## src/hw/rtl/sha512_pkg.sv

```systemverilog
// shared types, constants and round functions for the sha-512 / sha-384 engine
// no dependencies; imported by every module of the block
package sha512_pkg;

  localparam int unsigned WordW     = 64;
  localparam int unsigned BlockWords = 16;
  localparam int unsigned Rounds    = 80;

  typedef logic [WordW-1:0] word_t;

  // one padded block word moving from the front to the back
  typedef struct packed {
    word_t word;
    logic  fin;  // last word of the final block of a message
  } blk_word_t;

  localparam word_t Iv512 [8] = '{
    64'h6a09e667f3bcc908, 64'hbb67ae8584caa73b, 64'h3c6ef372fe94f82b, 64'ha54ff53a5f1d36f1,
    64'h510e527fade682d1, 64'h9b05688c2b3e6c1f, 64'h1f83d9abfb41bd6b, 64'h5be0cd19137e2179
  };

  localparam word_t Iv384 [8] = '{
    64'hcbbb9d5dc1059ed8, 64'h629a292a367cd507, 64'h9159015a3070dd17, 64'h152fecd8f70e5939,
    64'h67332667ffc00b31, 64'h8eb44a8768581511, 64'hdb0c2e0d64f98fa7, 64'h47b5481dbefa4fa4
  };

  localparam word_t RoundK [80] = '{
    64'h428a2f98d728ae22, 64'h7137449123ef65cd, 64'hb5c0fbcfec4d3b2f, 64'he9b5dba58189dbbc,
    64'h3956c25bf348b538, 64'h59f111f1b605d019, 64'h923f82a4af194f9b, 64'hab1c5ed5da6d8118,
    64'hd807aa98a3030242, 64'h12835b0145706fbe, 64'h243185be4ee4b28c, 64'h550c7dc3d5ffb4e2,
    64'h72be5d74f27b896f, 64'h80deb1fe3b1696b1, 64'h9bdc06a725c71235, 64'hc19bf174cf692694,
    64'he49b69c19ef14ad2, 64'hefbe4786384f25e3, 64'h0fc19dc68b8cd5b5, 64'h240ca1cc77ac9c65,
    64'h2de92c6f592b0275, 64'h4a7484aa6ea6e483, 64'h5cb0a9dcbd41fbd4, 64'h76f988da831153b5,
    64'h983e5152ee66dfab, 64'ha831c66d2db43210, 64'hb00327c898fb213f, 64'hbf597fc7beef0ee4,
    64'hc6e00bf33da88fc2, 64'hd5a79147930aa725, 64'h06ca6351e003826f, 64'h142929670a0e6e70,
    64'h27b70a8546d22ffc, 64'h2e1b21385c26c926, 64'h4d2c6dfc5ac42aed, 64'h53380d139d95b3df,
    64'h650a73548baf63de, 64'h766a0abb3c77b2a8, 64'h81c2c92e47edaee6, 64'h92722c851482353b,
    64'ha2bfe8a14cf10364, 64'ha81a664bbc423001, 64'hc24b8b70d0f89791, 64'hc76c51a30654be30,
    64'hd192e819d6ef5218, 64'hd69906245565a910, 64'hf40e35855771202a, 64'h106aa07032bbd1b8,
    64'h19a4c116b8d2d0c8, 64'h1e376c085141ab53, 64'h2748774cdf8eeb99, 64'h34b0bcb5e19b48a8,
    64'h391c0cb3c5c95a63, 64'h4ed8aa4ae3418acb, 64'h5b9cca4f7763e373, 64'h682e6ff3d6b2b8a3,
    64'h748f82ee5defb2fc, 64'h78a5636f43172f60, 64'h84c87814a1f0ab72, 64'h8cc702081a6439ec,
    64'h90befffa23631e28, 64'ha4506cebde82bde9, 64'hbef9a3f7b2c67915, 64'hc67178f2e372532b,
    64'hca273eceea26619c, 64'hd186b8c721c0c207, 64'heada7dd6cde0eb1e, 64'hf57d4f7fee6ed178,
    64'h06f067aa72176fba, 64'h0a637dc5a2c898a6, 64'h113f9804bef90dae, 64'h1b710b35131c471b,
    64'h28db77f523047d84, 64'h32caab7b40c72493, 64'h3c9ebe0a15c9bebc, 64'h431d67c49c100d4c,
    64'h4cc5d4becb3e42b6, 64'h597f299cfc657e2a, 64'h5fcb6fab3ad6faec, 64'h6c44198c4a475817
  };

  function automatic word_t big_sigma0(word_t x);
    return {x[27:0], x[63:28]} ^ {x[33:0], x[63:34]} ^ {x[38:0], x[63:39]};
  endfunction

  function automatic word_t big_sigma1(word_t x);
    return {x[13:0], x[63:14]} ^ {x[17:0], x[63:18]} ^ {x[40:0], x[63:41]};
  endfunction

  function automatic word_t small_sigma0(word_t x);
    return {x[0], x[63:1]} ^ {x[7:0], x[63:8]} ^ {7'd0, x[63:7]};
  endfunction

  function automatic word_t small_sigma1(word_t x);
    return {x[18:0], x[63:19]} ^ {x[60:0], x[63:61]} ^ {6'd0, x[63:6]};
  endfunction

endpackage

```

## src/hw/rtl/sha512_queue.sv

```systemverilog
// short first-in first-out queue of padded block words between front and back
// uses sha512_pkg for the entry type
module sha512_queue import sha512_pkg::*; #(
  parameter int unsigned Depth = 4
) (
  input  logic      clk_i,
  input  logic      rst_ni,
  input  logic      clear_i,
  input  logic      push_i,
  input  blk_word_t push_data_i,
  output logic      full_o,
  input  logic      pop_i,
  output logic      valid_o,
  output blk_word_t pop_data_o
);

  localparam int unsigned PtrW = (Depth > 1) ? $clog2(Depth) : 1;
  localparam int unsigned CntW = $clog2(Depth + 1);

  blk_word_t         mem_q [Depth];
  logic [PtrW-1:0]   wr_q, rd_q;
  logic [CntW-1:0]   cnt_q;
  logic              do_push, do_pop;

  assign full_o     = (cnt_q == CntW'(Depth));
  assign valid_o    = (cnt_q != '0);
  assign pop_data_o = mem_q[rd_q];
  assign do_push    = push_i && !full_o;
  assign do_pop     = pop_i && valid_o;

  always_ff @(posedge clk_i) begin
    if (do_push) begin
      mem_q[wr_q] <= push_data_i;
    end
  end

  always_ff @(posedge clk_i or negedge rst_ni) begin
    if (!rst_ni) begin
      wr_q  <= '0;
      rd_q  <= '0;
      cnt_q <= '0;
    end else if (clear_i) begin
      wr_q  <= '0;
      rd_q  <= '0;
      cnt_q <= '0;
    end else begin
      if (do_push) begin
        wr_q <= (wr_q == PtrW'(Depth - 1)) ? '0 : wr_q + PtrW'(1);
      end
      if (do_pop) begin
        rd_q <= (rd_q == PtrW'(Depth - 1)) ? '0 : rd_q + PtrW'(1);
      end
      cnt_q <= cnt_q + CntW'(do_push) - CntW'(do_pop);
    end
  end

endmodule

```

## config.mk

```make
export PLATFORM = sky130hd
export DESIGN_NAME = sha512_queue
export DESIGN_NICKNAME = d
export VERILOG_FILES = /design/src/hw/rtl/sha512_pkg.sv /design/src/hw/rtl/sha512_queue.sv
export SDC_FILE = /design/constraint.sdc
export NUM_CORES = 1
export LEC_CHECK = 0
export ABC_AREA = 1
export CAP_MARGIN = 20
export CORE_AREA = 2 2 153 125
export DETAILED_ROUTE_END_ITERATION = 16
export DIE_AREA = 0 0 155 127
export DONT_BUFFER_PORTS = 1
export GPL_ROUTABILITY_DRIVEN = 1
export HOLD_SLACK_MARGIN = 0.02
export PLACE_DENSITY = 0.75
export REMOVE_ABC_BUFFERS = 1
export SYNTH_ARGS = -nofsm -noshare
export SYNTH_HDL_FRONTEND = slang
export SYNTH_SLANG_ARGS = --single-unit
export TNS_END_PERCENT = 10
```

## constraint.sdc

```tcl
create_clock -name clk_i -period 4.7 [get_ports clk_i]
set_input_delay 0.705 -clock clk_i [delete_from_list [all_inputs] [get_ports clk_i]]
set_output_delay 0.705 -clock clk_i [all_outputs]
set_load 0.005 [all_outputs]
```

==> metrics.md, run 1 <==
| Metric | Value |
|---|---|
| Tcrit/Tclk final | `67.2%` |
| Psw | `~1.7 mW` |
| CP Max Fanout | `83` |
| Total GRT Usage | `approximately a fifth` |
| Critical Path Max Stage Delay | `0.94 ns` |
| Synth Flop Type | `edfxtp_1` |
| Cts bufs inserted | `25` |
| Peak VDD IR | `~0.00033 V` |
| Die H | `~130 um` |
| Std cell rows | `between 40 and 50` |
| DRC Markers | `0` |
| Max-slew headroom | `31.0%` |
| CTS clock-pin slew for the worst setup and hold paths | `about 0.06 ns` |
| Final ANT Viol Nets | `0` |
| Die Area | `between 0.015 and 0.02 mm2` |
| Maxcap violations | `0` |
| Cell-internal power | `4.32 mW` |
| Initial drt markers | `roughly 500` |
| Hold Crit Class | `in -> reg` |
| Initial antenna violation count | `0` |
| Async SR Flop Fraction | `2.62%` |
| Layout Skew | `approximately 0.009 ns` |
| CP Launch Point | `rd_q[0]` |
| CP top delay family | `flip-flops` |
| Root cell of the clock tree | `clkbuf_16` |
| Layout overhead on the synthesized area | `8.75%` |
| Startpoint type of the worst setup path | `flip-flop` |
| RSZ-0062 raised after global routing | `no` |
| Synth top area share | `between 70% and 80%` |
| Post-synth EDFFs | `260` |
| Effective utilization at floorplan | `59.5%` |
| Post-synthesis sequential area ratio | `about 74%` |
| Worst-Margin Slew | `1.03 ns` |
| CTS Buffer Depth | `3` |
| Synth warn | `0` |
| Crit path max-delay cell type | `dfrtp_4` |
| Post-layout power | `6.06 mW` |
| Critical path endpoint category | `output pin` |
| Core Box Area | `roughly 0.018 mm2` |
| CP required | `between 3 and 4 ns` |
| Drt pass-1 iters | `5` |
| Cell count after synthesis | `~800` |
| Seq cells post-synth | `around 270` |
| DR WL/cell | `between 15 and 20 um` |
| CTS Sinks | `267` |
| H-tree levels | `1` |
| Post-CTS Setup Bufs | `0` |
| Combinational power share | `around 18%` |
| Worst r2r src | `cnt_q[1]` |
| Vias/cell | `between 5 and 6` |
| Most used standard cell by instance count after synthesis | `edfxtp_1` |
| Pleak | `~4.3 nW` |
| Unique masters post-synth | `18` |
| Fmax | `317 MHz` |
| CTS tree | `done` |
| Sw frac | `28.7%` |
| Share of cells above drive strength 1 | `roughly 6%` |
| Clock latency on the worst-skew pair | `approximately 0.5 ns` |
| Final GP Congestion | `roughly 0.75` |
| Pwr Density | `between 500 and 600 mW/mm2` |
| Setup violations, final | `0` |
| Arrival time worst endpoint | `between 2 and 2.5 ns` |
| HP Start | `clear_i` |
| Die W | `approximately 160 um` |
| Dpl hpwl | `around 11000 um` |
| First-pass GRT wire length | `approximately 30000 um` |
| Inst Count DP | `around 1.0k` |
| Status | `completed` |
| Synth area leader | `edfxtp_1` |
| Reg power frac | `a little over 50%` |
| Kind of critical path | `reg -> out` |
| Largest net degree at the start of global routing | `95` |
| Via count | `approximately 5.8k` |
| Clock share of power | `a little under a third` |
| Nets | `between 800 and 900` |
| # port buffers | `0` |
| Post-Route WL | `approximately 19000 um` |
| Synthesized area | `roughly 0.011 mm2` |
| Average size of a mapped cell | `~13 um2` |
| Finished Layout Cells | `around 1.1k` |
| Crit path buf inv count | `1` |
| Fin crit period | `approximately 3.2 ns` |
| Total grt overflow | `0` |
| Diodes inserted | `0` |
| Vias in the first global route | `5848` |
| Max-slew violations | `0` |
| Top-level port count | `around 140` |
| Synth top cells by count | `edfxtp_1, inv_1, nand2_1, a21oi_1, o211ai_1` |
| Top post-synthesis cells by area | `edfxtp_1, inv_1, nand2_1` |
| Crit path cell chain | `buf_4 -> a21oi_1 -> o21ai_1 -> nand2_1` |
| Final hold vios | `0` |
==> power groups by stage <==
stage	Combinational, mW	Clock (mW)	Sequential (mW)
after floorplan	0.737	0	3.21
after global placement	1.07	0	3.11
after detailed placement	1.12	0	3.13
after CTS	1.13	1.91	3.08
after global routing	1.27	2.00	3.11
final	1.12	1.87	3.08
==> layout make-up <==
class	instances	area, um2
repair buffers	12	183
inverters	144	541
flip-flops and latches	267	7990
clock buffers	28	637
well taps	230	288
multi-input cells	365	1900
fillers	1261	6340
clock inverters	14	120
==> layout by cell type, fill, tap and decap left out <==
| master | n |
|---|---|
| a21oi_1 | 65 |
| buf_12 | 4 |
| buf_16 | 2 |
| buf_4 | 5 |
| bufinv_16 | 2 |
| clkbuf_1 | 3 |
| clkbuf_16 | 25 |
| clkinv_1 | 8 |
| clkinv_2 | 2 |
| clkinvlp_4 | 2 |
| dfrtp_1 | 5 |
| dfrtp_4 | 2 |
| dlygate4sd3_1 | 1 |
| edfxtp_1 | 260 |
| fa_1 | 1 |
| ha_1 | 7 |
| inv_1 | 143 |
| inv_6 | 1 |
| nand2_1 | 143 |
| nand3_1 | 4 |
| nand4_1 | 4 |
| nor2_1 | 7 |
| nor2_4 | 4 |
| o211ai_1 | 65 |
| o21ai_0 | 15 |
| o21ai_1 | 50 |
==> registers in the layout, summed over array words and instances (netlist names) <==
| register | count |
|---|---|
| cnt_q | 3 |
| mem_q | 260 |
| rd_q | 2 |
| wr_q | 2 |
==> stage by stage <==
step                area [um2]  setup TNS (ns)  hold slack [ns]  utilization [%]  setup slack (ns)
floorplan                10400          -43.29            0.409                -            -0.711
global placement         10800               0            0.410             60.2              2.12
detailed placement       10800               0            0.410             60.2              2.06
CTS                      11600               0            0.229             64.4              1.50
global route             11700               0            0.229             64.8              1.32
finish                   11700               0            0.248             64.8              1.54
==> worst paths after layout <==
kind | end | slack (ns) | cells past startpoint
max in group asynchronous | rd_q[0] | 3.91 | 1
setup reg to reg | mem_q[0][5] | 2.24 | 5
hold / removal | cnt_q[0] | 0.25 | 1
setup / recovery | pop_data_o[59] | 1.54 | 4
min in group asynchronous | cnt_q[0] | 0.52 | 1
hold reg to reg | wr_q[1] | 0.58 | 2
==> logic make-up after synthesis <==
family / Yosys count / synth area share [%]
compound gates: 195 / 10.6
fa+ha+maj: 8 / 1.00
buf+inv: 188 / 8.09
flops: 267 / 74.5
simple gates: 162 / 5.81
==> per-layer routing <==
layer  wire length (um)  vias to the layer above  global-route usage (%)
met2               9020                      170                    31.9
met5                  0                        -                       0
met4                314                        0                    5.23
li1                   -                     2830                       -
met1               7460                     2757                    23.2
met3               1920                       32                    7.53
==> repair_timing <==
| item | 4_1_cts | 5_1_grt |
|---|---|---|
| setup endpoints to repair | 0 | 0 |
| endpoints found under the hold margin | 7 | 0 |
| hold buffers | 1 | 0 |
| gates resized for setup | 0 | 0 |
(Power assumes the default switching activity.)
==> run 2, diff against run 1 <==
- CORE_AREA: 2 2 153 125 -> 2 2 157 128
- DIE_AREA: 0 0 155 127 -> 0 0 159 130
- PLACE_DENSITY: 0.75 -> 0.74
- clock period: 4.7 -> 2.6 ns (I/O delays scaled with it)
==> metrics.md, run 2 (same netlist as run 1, synthesis figures left out) <==
| Metric | Value |
|---|---|
| CP top delay family | `flip-flops` |
| Setup TNS | `0 ns (unchanged)` |
| Startpoint type of the worst setup path | `flip-flop` |
| Maxcap violations | `0 (unchanged)` |
| Critical path endpoint category | `output pin` |
| Arrival time worst endpoint | `1.96 ns (-0.49 ns)` |
| Die Area | `0.0207 mm2 (+5.0%)` |
| Fin crit period | `2.35 ns` |
| Final ANT Viol Nets | `0 (unchanged)` |
| Die H | `130 um (+2.4%)` |
| CP required | `2.21 ns (-1.78 ns)` |
| Final hold vios | `0 (unchanged)` |
| Pleak | `4.65 nW (+8.7%)` |
| Dpl hpwl | `10500 um (-7.4%)` |
| Final core occ | `64.8% (about the same)` |
| RSZ-0062 raised after global routing | `no` |
| Setup violations, final | `0 (unchanged)` |
| Critical Path Max Stage Delay | `0.81 ns (-0.13 ns)` |
| Biggest regs | `mem_q x260, cnt_q x3` |
| Tcrit/Tclk final | `around nine tenths` |
| CTS Sinks | `267 (unchanged)` |
| Crit path buf inv count | `1 (unchanged)` |
| Effective utilization at floorplan | `55.4% (-4.1 points)` |
| Total GRT Usage | `18.1% (-0.86 points)` |
| Crit path cell chain | `buf_12 -> o211ai_1 -> nand2_1` |
| Kind of critical path | `reg -> out` |
| Hold Crit Class | `in -> reg` |
| Initial drt markers | `353 (-29%)` |
| Peak VDD IR | `0.000598 V (+83%)` |
| Worst-Margin Slew | `0.619 ns (-0.415 ns)` |
| Via count | `6115 (+5.6%)` |
| Top-level port count | `137 (unchanged)` |
| # port buffers | `0 (unchanged)` |
| Nets | `970 (+8.6%)` |
| Largest net degree at the start of global routing | `66 (-31%)` |
| Cts bufs inserted | `27 (+8.0%)` |
| Initial antenna violation count | `1 (+1)` |
| CTS Buffer Depth | `3 (unchanged)` |
| Setup slack after layout | `0.254 ns (-1.29 ns)` |
| Std cell rows | `46 (+4.5%)` |
| Clock latency on the worst-skew pair | `0.52 ns (about the same)` |
| Layout overhead on the synthesized area | `16.9%` |
| CP Launch Point | `rd_q[1]` |
| Final GP Congestion | `0.718 (-4.6%)` |
| Fmax | `~430 MHz` |
| Pwr Density | `914 mW/mm2 (+76%)` |
| Vias in the first global route | `5687 (-2.8%)` |
| CTS clock-pin slew for the worst setup and hold paths | `0.06 ns (about the same)` |
| First-pass GRT wire length | `29700 um (+0.56%)` |
| Status | `completed` |
| Core Box Area | `0.0193 mm2 (+7.4%)` |
| Drt pass-1 iters | `5 (unchanged)` |
| Worst r2r src | `cnt_q[1]` |
| H-tree levels | `1 (unchanged)` |
| Post-Route WL | `19200 um (+2.5%)` |
| Max reg flops | `260 (unchanged)` |
| Share of cells above drive strength 1 | `6.81% (+0.90 points)` |
| CTS tree | `done` |
| Largest reg by FF count | `mem_q` |
| Root cell of the clock tree | `clkbuf_16` |
| Crit path max-delay cell type | `dfrtp_4` |
| Total grt overflow | `0 (unchanged)` |
| Vias/cell | `5.20 (-4.8%)` |
| Post-CTS sizing | `0 (unchanged)` |
| DR WL/cell | `16.3 um (-7.7%)` |
| Max-slew headroom | `58.8% (+28 points)` |
| CP Max Fanout | `50 (-40%)` |
| Die W | `159 um (+2.6%)` |
| Most common cell after layout, fill and taps aside | `edfxtp_1` |
| Most frequent cells in the layout | `edfxtp_1, inv_1, nand2_1, dlygate4sd3_1` |
| DRC Markers | `0 (unchanged)` |
| Max-slew violations | `0 (unchanged)` |
| Dpl ws | `0.553 ns (-1.50 ns)` |
| Layout Skew | `0.00691 ns (-0.00217 ns)` |
| HP Start | `push_i` |
run 2: changes by cell type in the layout (fill, tap and decap cells not counted), sizes merged:
cell	change
buf	+7
bufinv	+1
inv	-1
clkinv	+4
clkinvlp	-1
clkbuf	+3
dlygate4sd3	+68
diode	+1
run 2: what timing repair did:
item,4_1_cts,5_1_grt
hold buffers,69,0
endpoints found under the hold margin,272,0
endpoints found under the setup margin,0,1
setup buffers,0,1
run 2: metal layers:
layer,part of all wire [%],global-route usage [%],vias up
met5,0,0,-
met4,1.8,4.12,0
met3,7.4,5.15,33
met2,48,30.2,158
met1,43,24.2,2928
li1,-,-,2996
run 2: worst paths after layout:
path / end / slack, ns / cells after the start
worst max-delay path: pop_data_o[55] / 0.25 / 3
min in group asynchronous: rd_q[1] / 0.21 / 1
worst min register to register: wr_q[1] / 0.58 / 2
worst min-delay path: wr_q[0] / 0.04 / 2
max in group asynchronous: rd_q[0] / 2.11 / 1
worst max register to register: cnt_q[2] / 0.54 / 12
run 2: power by group:
group	switching [mW]	internal, mW
registers	0.228	5.25
logic	1.56	0.737
clock network	1.49	2.19
run 2: stage by stage:
| step | cell area (um2) | std cells | hold slack [ns] | power (mW) |
|---|---|---|---|---|
| 3_3_place_gp | 11000 | 1057 | 0.0946 | 7.65 |
| 3_5_place_dp | 11000 | 1057 | 0.0946 | 7.72 |
| 6_report | 12500 | 1176 | 0.0399 | 11.5 |
| 5_1_grt | 12500 | 1176 | 0.0390 | 12.1 |
| 4_1_cts | 12500 | 1174 | 0.0252 | 11.5 |
| 2_1_floorplan | 10400 | 776 | 0.0944 | 7.05 |
run 2: final cells by class:
class | count | area, um2
antenna | 1 | 2.50
clock buffer | 31 | 691
clock inverter | 17 | 159
fill | 1406 | 6810
inverter | 144 | 541
multi-input combinational | 365 | 1900
sequential | 267 | 7990
tap | 264 | 330
timing repair buffer | 87 | 913
